--- config.mk ---
export PLATFORM = sky130hd
export DESIGN_NAME = rc5_pulse_decoder
export DESIGN_NICKNAME = d
export VERILOG_FILES = /design/src/rtl/rc5pd_pkg.sv /design/src/rtl/rc5_pulse_decoder.sv
export SDC_FILE = /design/constraint.sdc
export NUM_CORES = 1
export LEC_CHECK = 0
export BUFFER_PORTS_ARGS = -buffer_cell sky130_fd_sc_hd__buf_2
export CAP_MARGIN = 10
export CORE_MARGIN = 5
export CORE_UTILIZATION = 50
export DETAILED_ROUTE_END_ITERATION = 16
export PLACE_DENSITY = 0.76
export SLEW_MARGIN = 20
export SYNTH_ARGS = -nofsm -noshare
export SYNTH_HDL_FRONTEND = slang
export SYNTH_SLANG_ARGS = --single-unit
--- constraint.sdc ---
create_clock -name clk -period 5.35 [get_ports clk]
set_clock_uncertainty 0.2 [all_clocks]
set_input_delay 1.605 -clock clk [delete_from_list [all_inputs] [get_ports clk]]
set_output_delay 1.605 -clock clk [all_outputs]
set_load 0.01 [all_outputs]
--- src/rtl/rc5pd_pkg.sv ---
// Package with the word types and constants of the RC-5 pulse decoder.
package rc5pd_pkg;

    localparam int unsigned MAX_PULSES = 128;
    localparam int unsigned FRAME_BITS = 14;
    localparam int unsigned MIN_PULSES = 10;

    localparam logic [15:0] NOISE_MIN_RESET = 16'd300;
    localparam logic [15:0] SHORT_MAX_RESET = 16'd1334;
    localparam logic [15:0] LONG_MAX_RESET  = 16'd2500;

    typedef enum logic [1:0] {
        CFG_NOISE_MIN = 2'd0,
        CFG_SHORT_MAX = 2'd1,
        CFG_LONG_MAX  = 2'd2
    } cfg_index_t;

    typedef enum logic [1:0] {
        ST_OK    = 2'd0,
        ST_FEW   = 2'd1,
        ST_SHORT = 2'd2
    } frame_status_t;

    typedef enum logic {
        REQ_PULSE     = 1'b0,
        REQ_BURST_END = 1'b1
    } req_type_t;

    typedef struct packed {
        logic        req_type;
        logic [15:0] duration_us;
        logic        level_high;
    } in_word_t;

    typedef struct packed {
        logic [1:0]  frame_status;
        logic [13:0] frame_code;
        logic [7:0]  command;
    } out_word_t;

endpackage

--- src/rtl/rc5_pulse_decoder.sv ---
// Top level of the RC-5 pulse decoder: input register, frame state and result register.
//
// The input channel takes one word per pulse (duration and level) or a burst-end
// word. Pulse words update the frame state and give no result. A burst-end word
// after at least one pulse gives one result word with the status, the 14-bit code
// and the command, and clears the frame state; an empty burst gives nothing.
// A word accepted at a rising edge is held in the input register and handled from
// there; its result is then registered in the result register and shown on the port.
// One word can be accepted in every cycle; the only limit is the single result
// register, which holds its word while out_stall is high. While that register is
// full and stalled, a burst-end word that gives a result waits in the input register
// and in_stall rises; pulse words keep flowing since they give no result.
// The three limit registers are written through cfg_we, cfg_index and cfg_data
// and are meant to change only while the block is idle. Writes to an index past
// the last register are ignored.
// Reset clears the frame state and both valid flags and loads the default limits
// of 300, 1334 and 2500 microseconds.
module rc5_pulse_decoder (
    input  logic                clk,
    input  logic                rst_n,
    input  logic                in_valid,
    output logic                in_stall,
    input  rc5pd_pkg::in_word_t in_word,
    output logic                out_valid,
    input  logic                out_stall,
    output rc5pd_pkg::out_word_t out_word,
    input  logic                cfg_we,
    input  logic [1:0]          cfg_index,
    input  logic [15:0]         cfg_data
);

    logic [15:0] noise_min_reg;
    logic [15:0] short_max_reg;
    logic [15:0] long_max_reg;

    logic                in_valid_reg;
    rc5pd_pkg::in_word_t in_word_reg;

    logic [7:0]  pulse_count_reg, pulse_count_next;
    logic        half_pending_reg, half_pending_next;
    logic [3:0]  bit_count_reg, bit_count_next;
    logic [13:0] code_shift_reg, code_shift_next;

    logic                 out_valid_reg, out_valid_next;
    rc5pd_pkg::out_word_t out_word_reg, out_word_next;

    logic is_end;
    logic gives_result;
    logic out_free;
    logic advance;
    logic in_range;

    assign is_end       = in_word_reg.req_type == rc5pd_pkg::REQ_BURST_END;
    assign gives_result = in_valid_reg && is_end && (pulse_count_reg != 8'd0);
    assign out_free     = !out_valid_reg || !out_stall;
    assign advance      = !gives_result || out_free;
    assign in_stall     = in_valid_reg && !advance;
    assign in_range     = (in_word_reg.duration_us >= noise_min_reg)
                          && (in_word_reg.duration_us <= long_max_reg);

    always_comb
    begin
        pulse_count_next  = pulse_count_reg;
        half_pending_next = half_pending_reg;
        bit_count_next    = bit_count_reg;
        code_shift_next   = code_shift_reg;
        out_word_next     = out_word_reg;
        out_valid_next    = out_valid_reg && out_stall;

        if (in_valid_reg && advance)
        begin
            if (!is_end)
            begin
                if (pulse_count_reg < 8'(rc5pd_pkg::MAX_PULSES))
                begin
                    pulse_count_next = pulse_count_reg + 8'd1;
                    if ((bit_count_reg < 4'(rc5pd_pkg::FRAME_BITS)) && in_range)
                    begin
                        if (!half_pending_reg)
                        begin
                            half_pending_next = 1'b1;
                        end
                        else
                        begin
                            code_shift_next   = {code_shift_reg[12:0], in_word_reg.level_high};
                            bit_count_next    = bit_count_reg + 4'd1;
                            half_pending_next = !(in_word_reg.duration_us < short_max_reg);
                        end
                    end
                end
            end
            else if (gives_result)
            begin
                out_valid_next = 1'b1;
                if (pulse_count_reg < 8'(rc5pd_pkg::MIN_PULSES))
                begin
                    out_word_next.frame_status = rc5pd_pkg::ST_FEW;
                    out_word_next.frame_code   = '0;
                    out_word_next.command      = '0;
                end
                else if (bit_count_reg < 4'(rc5pd_pkg::FRAME_BITS))
                begin
                    out_word_next.frame_status = rc5pd_pkg::ST_SHORT;
                    out_word_next.frame_code   = '0;
                    out_word_next.command      = '0;
                end
                else
                begin
                    out_word_next.frame_status = rc5pd_pkg::ST_OK;
                    out_word_next.frame_code   = code_shift_reg;
                    out_word_next.command      = code_shift_reg[7:0];
                end
                pulse_count_next  = '0;
                half_pending_next = 1'b0;
                bit_count_next    = '0;
                code_shift_next   = '0;
            end
        end
    end

    always_ff @(posedge clk or negedge rst_n)
    begin
        if (!rst_n)
        begin
            noise_min_reg    <= rc5pd_pkg::NOISE_MIN_RESET;
            short_max_reg    <= rc5pd_pkg::SHORT_MAX_RESET;
            long_max_reg     <= rc5pd_pkg::LONG_MAX_RESET;
            in_valid_reg     <= 1'b0;
            pulse_count_reg  <= '0;
            half_pending_reg <= 1'b0;
            bit_count_reg    <= '0;
            code_shift_reg   <= '0;
            out_valid_reg    <= 1'b0;
        end
        else
        begin
            if (cfg_we)
            begin
                case (rc5pd_pkg::cfg_index_t'(cfg_index))
                    rc5pd_pkg::CFG_NOISE_MIN: noise_min_reg <= cfg_data;
                    rc5pd_pkg::CFG_SHORT_MAX: short_max_reg <= cfg_data;
                    rc5pd_pkg::CFG_LONG_MAX:  long_max_reg  <= cfg_data;
                    default: ;
                endcase
            end
            if (!in_stall)
            begin
                in_valid_reg <= in_valid;
            end
            pulse_count_reg  <= pulse_count_next;
            half_pending_reg <= half_pending_next;
            bit_count_reg    <= bit_count_next;
            code_shift_reg   <= code_shift_next;
            out_valid_reg    <= out_valid_next;
        end
    end

    always_ff @(posedge clk)
    begin
        if (!in_stall)
        begin
            in_word_reg <= in_word;
        end
        out_word_reg <= out_word_next;
    end

    assign out_valid = out_valid_reg;
    assign out_word  = out_word_reg;

endmodule

==> impl_metrics.tcl, run 1 <==
set metrics [dict create \
    slew_headroom_pct 33.0 \
    routedWlPerCell_um 15.1 \
    yosys.area_share.simple_pct 12.4 \
    cts_buffers 9 \
    die-width_um 115 \
    powerDensity_mw_per_mm2 331 \
    drive_gt1_share_pct 25.6 \
    hold_class "flip-flop to flip-flop" \
    clkSinkCount 111 \
    ys_seq_area_share_pct 54.0 \
    hold_viol_final 0 \
    path_clk_slew_ns 0.10 \
    grt_pass1_wl_um 17600 \
    synthTopCellsByArea "dfrtp_1 28%, edfxtp_1 19%, ha_1 11%" \
    drt_iter0_markers 101 \
    fin_nets 630 \
    fin_crit_sh_pct 75.1 \
    fp.coreArea_sq_mm 0.0108 \
    antenna_left 0 \
    antenna_found_initial 0 \
    leakagePower_nw 2.80 \
    root_buffer "clkbuf_8" \
    period_minus_slack_ns 4.02 \
    yosys_register_bits 111 \
    synth_fa_ha_area_share_pct 11.4 \
    cp.arrival_ns 2.21 \
    die_height_um 115 \
    finalWirelength_um 10300 \
    synth_top_family_by_area "simple AND/OR/NAND/NOR gates" \
    antenna-diode-count 0 \
    criticalPathCategory "input port to primary output" \
    async_flop_share_pct 69.4 \
    synthDominantCellAreaShare_pct 28.3 \
    vias_per_cell 5.29 \
    synth_area_leader_cell "dfrtp_1" \
    clockBufferDepth 2 \
    clk-insertion-delay-late_ns 0.38 \
    start_util_pct 50.9 \
    max_freq_ghz 0.249 \
    ir_worst_vdd_uv 189 \
    ctsHoldBuffers 0 \
    finalMaxSlewViolations 0 \
    synth_most_common_cell "dfrtp_1" \
    cp_max_fo 3 \
    first_pass_iters 4 \
    synth.top_cells.by_count "62 x dfrtp_1, 52 x inv_1, 50 x ha_1" \
    crit_path_end_kind "primary output" \
    tightest_slew_ns 1.00 \
    synth_fp_nets 572 \
    fillers 927 \
    rsz0062_at_grt "no" \
    syn_area_per_cell_sq_um 11.4 \
    cap_violations 0 \
    largest_reg_flops 17 \
    cts_tree "yes" \
    critical_path_required_ns 3.55 \
    synth_xor_area_share_pct 0.797 \
    grt_max_degree 78 \
    synth_edf_count 34 \
    tns_ns 0 \
    start_kind "input port" \
    power_mw 2.01 \
    synthDistinctLibCells 48 \
    grt_overflow 0 \
    synthCells 481 \
    yosys_warnings 0 \
    rows 38 \
    syn_to_final_growth_pct 10.7 \
    setup_viol 0 \
    io_pins 67 \
    synth_compound_area_share_pct 8.52 \
    numPortBuffers 66 \
    place.gp.congestion 0.805 \
    dp_hpwl_um 7440 \
    vias 3620 \
    grt_pass1_vias 3793 \
    synth_ff_type "dfrtp_1" \
    cts_max_level 3 \
    cts_setup_buffers 0 \
    rrSetupSlack_ns 1.88 \
    synthMuxAreaShare_pct 6.97 \
    netlist_area_sq_mm 0.00549 \
    ctsResizeCount 0 \
    grtUsageTotal_pct 16.7 \
    dieArea_sq_mm 0.0132 \
    status "completed" \
    drc 0 \
]
final timing paths:
path,from,to,cells past startpoint
worst min register to register,code_shift_reg[13],code_shift_reg[13],2
worst min-delay path,code_shift_reg[13],code_shift_reg[13],2
worst max register to register,is_end,bit_count_reg[2],10
min in group asynchronous,rst_n,long_max_reg[9],1
max in group asynchronous,rst_n,long_max_reg[3],1
worst max-delay path,out_stall,in_stall,5
final cells by class:
type                       instances  area, sq um  area share, %
clock inverter                     6         51.3          0.844
clock buffer                      10          128           2.10
tap                              140          175           2.88
inverter                          53          199           3.27
multi-input combinational        295         2210           36.3
timing repair buffer              69          355           5.84
sequential                       111         2970           48.8
cells in the final DEF, fill, tap and decap left out, drive strengths merged, types with 16 or more instances in the layout:
cell    count
buf        69
dfrtp      62
inv        56
ha         50
o21ai      40
mux2       34
edfxtp     34
nand2      29
nand3      21
nand2b     18
a21oi      18
and2       16
stage by stage:
stage / instance area (sq um) / std cells / worst slack (ns) / hold WS (ns) / utilization [%]
after CTS: 6080 / 684 / 1.32 / 0.310 / 56.3
after global routing: 6080 / 684 / 1.14 / 0.332 / 56.3
final: 6080 / 684 / 1.33 / 0.307 / 56.3
after floorplan: 5490 / 481 / 1.19 / 0.256 / -
after detailed placement: 5900 / 668 / 0.975 / 0.286 / 54.7
after global placement: 5900 / 668 / 1.13 / 0.269 / 54.7
metal layers:
| metal | global-route usage (%) | wire, um | vias up |
|---|---|---|---|
| li1 | - | - | 1787 |
| met1 | 21.4 | 4500 | 1715 |
| met2 | 27.9 | 4920 | 100 |
| met3 | 3.79 | 721 | 18 |
| met4 | 6.26 | 195 | 0 |
| met5 | 0 | 0 | - |
worst max-delay path, stage by stage:
cell	delay [ns]
buf_2	0.07
and2_0	0.18
nand2_1	0.13
inv_1	0.10
buf_2	0.13
logic make-up (layout without fill, tap and decap cells):
kind of cell,after synthesis,after routing
xor+xnor,5,5
simple gates,126,126
compound gates,80,80
flops,111,111
mux,34,34
fa+ha+maj,50,50
buf+inv,75,138
power breakdown:
group          switching [mW]  leakage, nW  internal, mW
registers              0.0685         1.29          1.01
logic                   0.256         1.42         0.204
clock network           0.293       0.0884         0.177
total                   0.618         2.80          1.39
Note: power is estimated with default switching activity, not from simulation.
==> run 2, diff against run 1 <==
==> constraint.sdc (replaced) <==
create_clock -name clk -period 3.81 [get_ports clk]
set_clock_uncertainty 0.2 [all_clocks]
set_input_delay 1.143 -clock clk [delete_from_list [all_inputs] [get_ports clk]]
set_output_delay 1.143 -clock clk [all_outputs]
set_load 0.01 [all_outputs]
==> run 2 against run 1 <==
Compared with the run above: utilization increased by 0.81 points; first-iteration DRC count up 25%; combinational power increased by 43%; largest power group unchanged.
==> impl_metrics.tcl, run 2 (synthesis results as in run 1) <==
set metrics [dict create \
    path_clk_slew_ns 0.11 \
    grt_pass1_vias 3857 \
    mostFrequentLayoutCells "65 x buf_2, 62 x dfrtp_1, 52 x inv_1" \
    grtUsageTotal_pct 16.9 \
    fin_nets 635 \
    clockBufferDepth 2 \
    syn_to_final_growth_pct 12.3 \
    cp.arrival_ns 1.81 \
    grt_pass1_wl_um 17900 \
    reg2reg_depth 9 \
    ctsHoldBuffers 0 \
    finalMaxSlewViolations 0 \
    cap_violations 0 \
    start_util_pct 50.9 \
    max_freq_ghz 0.317 \
    root_buffer "clkbuf_8" \
    antenna-diode-count 0 \
    largest_reg_flops 17 \
    criticalPathCategory "flip-flop to primary output" \
    rsz0062_at_grt "no" \
    critical_path_required_ns 2.47 \
    period_minus_slack_ns 3.15 \
    cts_setup_buffers 0 \
    fp.coreArea_sq_mm 0.0108 \
    place.gp.congestion 0.846 \
    dp_hpwl_um 7600 \
    ctsResizeCount 0 \
    antenna_left 0 \
    cp-endpoint "in_stall" \
    postLayoutCellArea_sq_mm 0.00617 \
    final_cells 689 \
    cts_buffers 9 \
    vias_per_cell 5.30 \
    final_common_cell "buf_2" \
    start_kind "flip-flop" \
    crit_start "pulse_count_reg[4]" \
    cts_tree "yes" \
    cts_max_level 3 \
    rrSetupSlack_ns 0.99 \
    pre_cts_slack_ns 0.710 \
    worst_slack_ns 0.656 \
    dieArea_sq_mm 0.0132 \
    tightest_slew_ns 0.967 \
    finalWirelength_um 10500 \
    die_height_um 115 \
    leakagePower_nw 2.84 \
    postPlaceCellArea_sq_mm 0.00594 \
    cp_max_fo 4 \
    crit-reg2reg-capture "bit_count_reg[2]" \
    clk-insertion-delay-late_ns 0.37 \
    dp.cells 673 \
    drc 0 \
    setup_viol 0 \
    routedWlPerCell_um 15.2 \
    first_pass_iters 4 \
    clkSinkCount 111 \
    grt_max_degree 78 \
    die-width_um 115 \
    drt_iter0_markers 126 \
    tns_ns 0 \
    power_mw 2.97 \
    hold_start "code_shift_reg[13]" \
    grt_overflow 0 \
    hold_class "flip-flop to flip-flop" \
    powerDensity_mw_per_mm2 482 \
    rows 38 \
    io_pins 67 \
    drive_gt1_share_pct 26.6 \
    fillers 908 \
    ir_worst_vdd_uv 237 \
    antenna_found_initial 0 \
    vias 3655 \
    crit_path_end_kind "primary output" \
    status "completed" \
    fin_crit_sh_pct 82.8 \
    slew_headroom_pct 35.5 \
    hold_viol_final 0 \
    r2r_start "in_word_reg[15]" \
    numPortBuffers 66 \
]
==> run 2: cell types whose count changed in the layout (fill, tap and decap cells not counted) <==
cell / change
buf_4: +5
bufinv_16: +2
clkbuf_1: -1
clkinv_1: -1
clkinv_4: -1
clkinvlp_4: +2
inv_6: -1
==> run 2: stage by stage <==
stage	utilization (%)	hold WS (ns)
finish	57.2	0.317
global route	57.2	0.338
CTS	57.2	0.322
detailed placement	55.0	0.296
global placement	55.0	0.270
floorplan	-	0.256
==> run 2: metal layers <==
| metal | GRT usage [%] | wire length (um) | up-vias |
|---|---|---|---|
| met2 | 29.9 | 5300 | 86 |
| met4 | 4.93 | 128 | 0 |
| met3 | 3.16 | 540 | 11 |
| li1 | - | - | 1791 |
| met1 | 21.2 | 4480 | 1767 |
| met5 | 0 | 0 | - |
==> run 2: power breakdown <==
| part | switching, mW | total (mW) | internal (mW) |
|---|---|---|---|
| Clock | 0.415 | 0.794 | 0.379 |
| Combinational | 0.364 | 0.659 | 0.295 |
| Sequential | 0.0964 | 1.52 | 1.42 |
==> run 2: worst min-delay path by stage <==
stage | end | cells past startpoint
after floorplan | bit_count_reg[3] | 2
after global placement | bit_count_reg[3] | 2
after detailed placement | short_max_reg[7] | 1
after CTS | code_shift_reg[13] | 2
after global routing | short_max_reg[12] | 1
final | code_shift_reg[13] | 2
==> run 2: cell type report <==
| cell class | count | area (sq um) | area share [%] |
|---|---|---|---|
| multi-input combinational | 295 | 2210 | 35.8 |
| timing repair buffer | 74 | 393 | 6.37 |
| sequential | 111 | 2970 | 48.1 |
| tap | 140 | 175 | 2.84 |
| inverter | 53 | 199 | 3.23 |
| clock inverter | 7 | 105 | 1.70 |
| clock buffer | 9 | 124 | 2.01 |
==> run 2: worst max-delay path, cell delays in order (launching register included) <==
cell and delay (ns):
dfrtp_1 0.43, nor4_1 0.43, a31oi_1 0.21, nand2_1 0.17, inv_1 0.07, buf_2 0.14
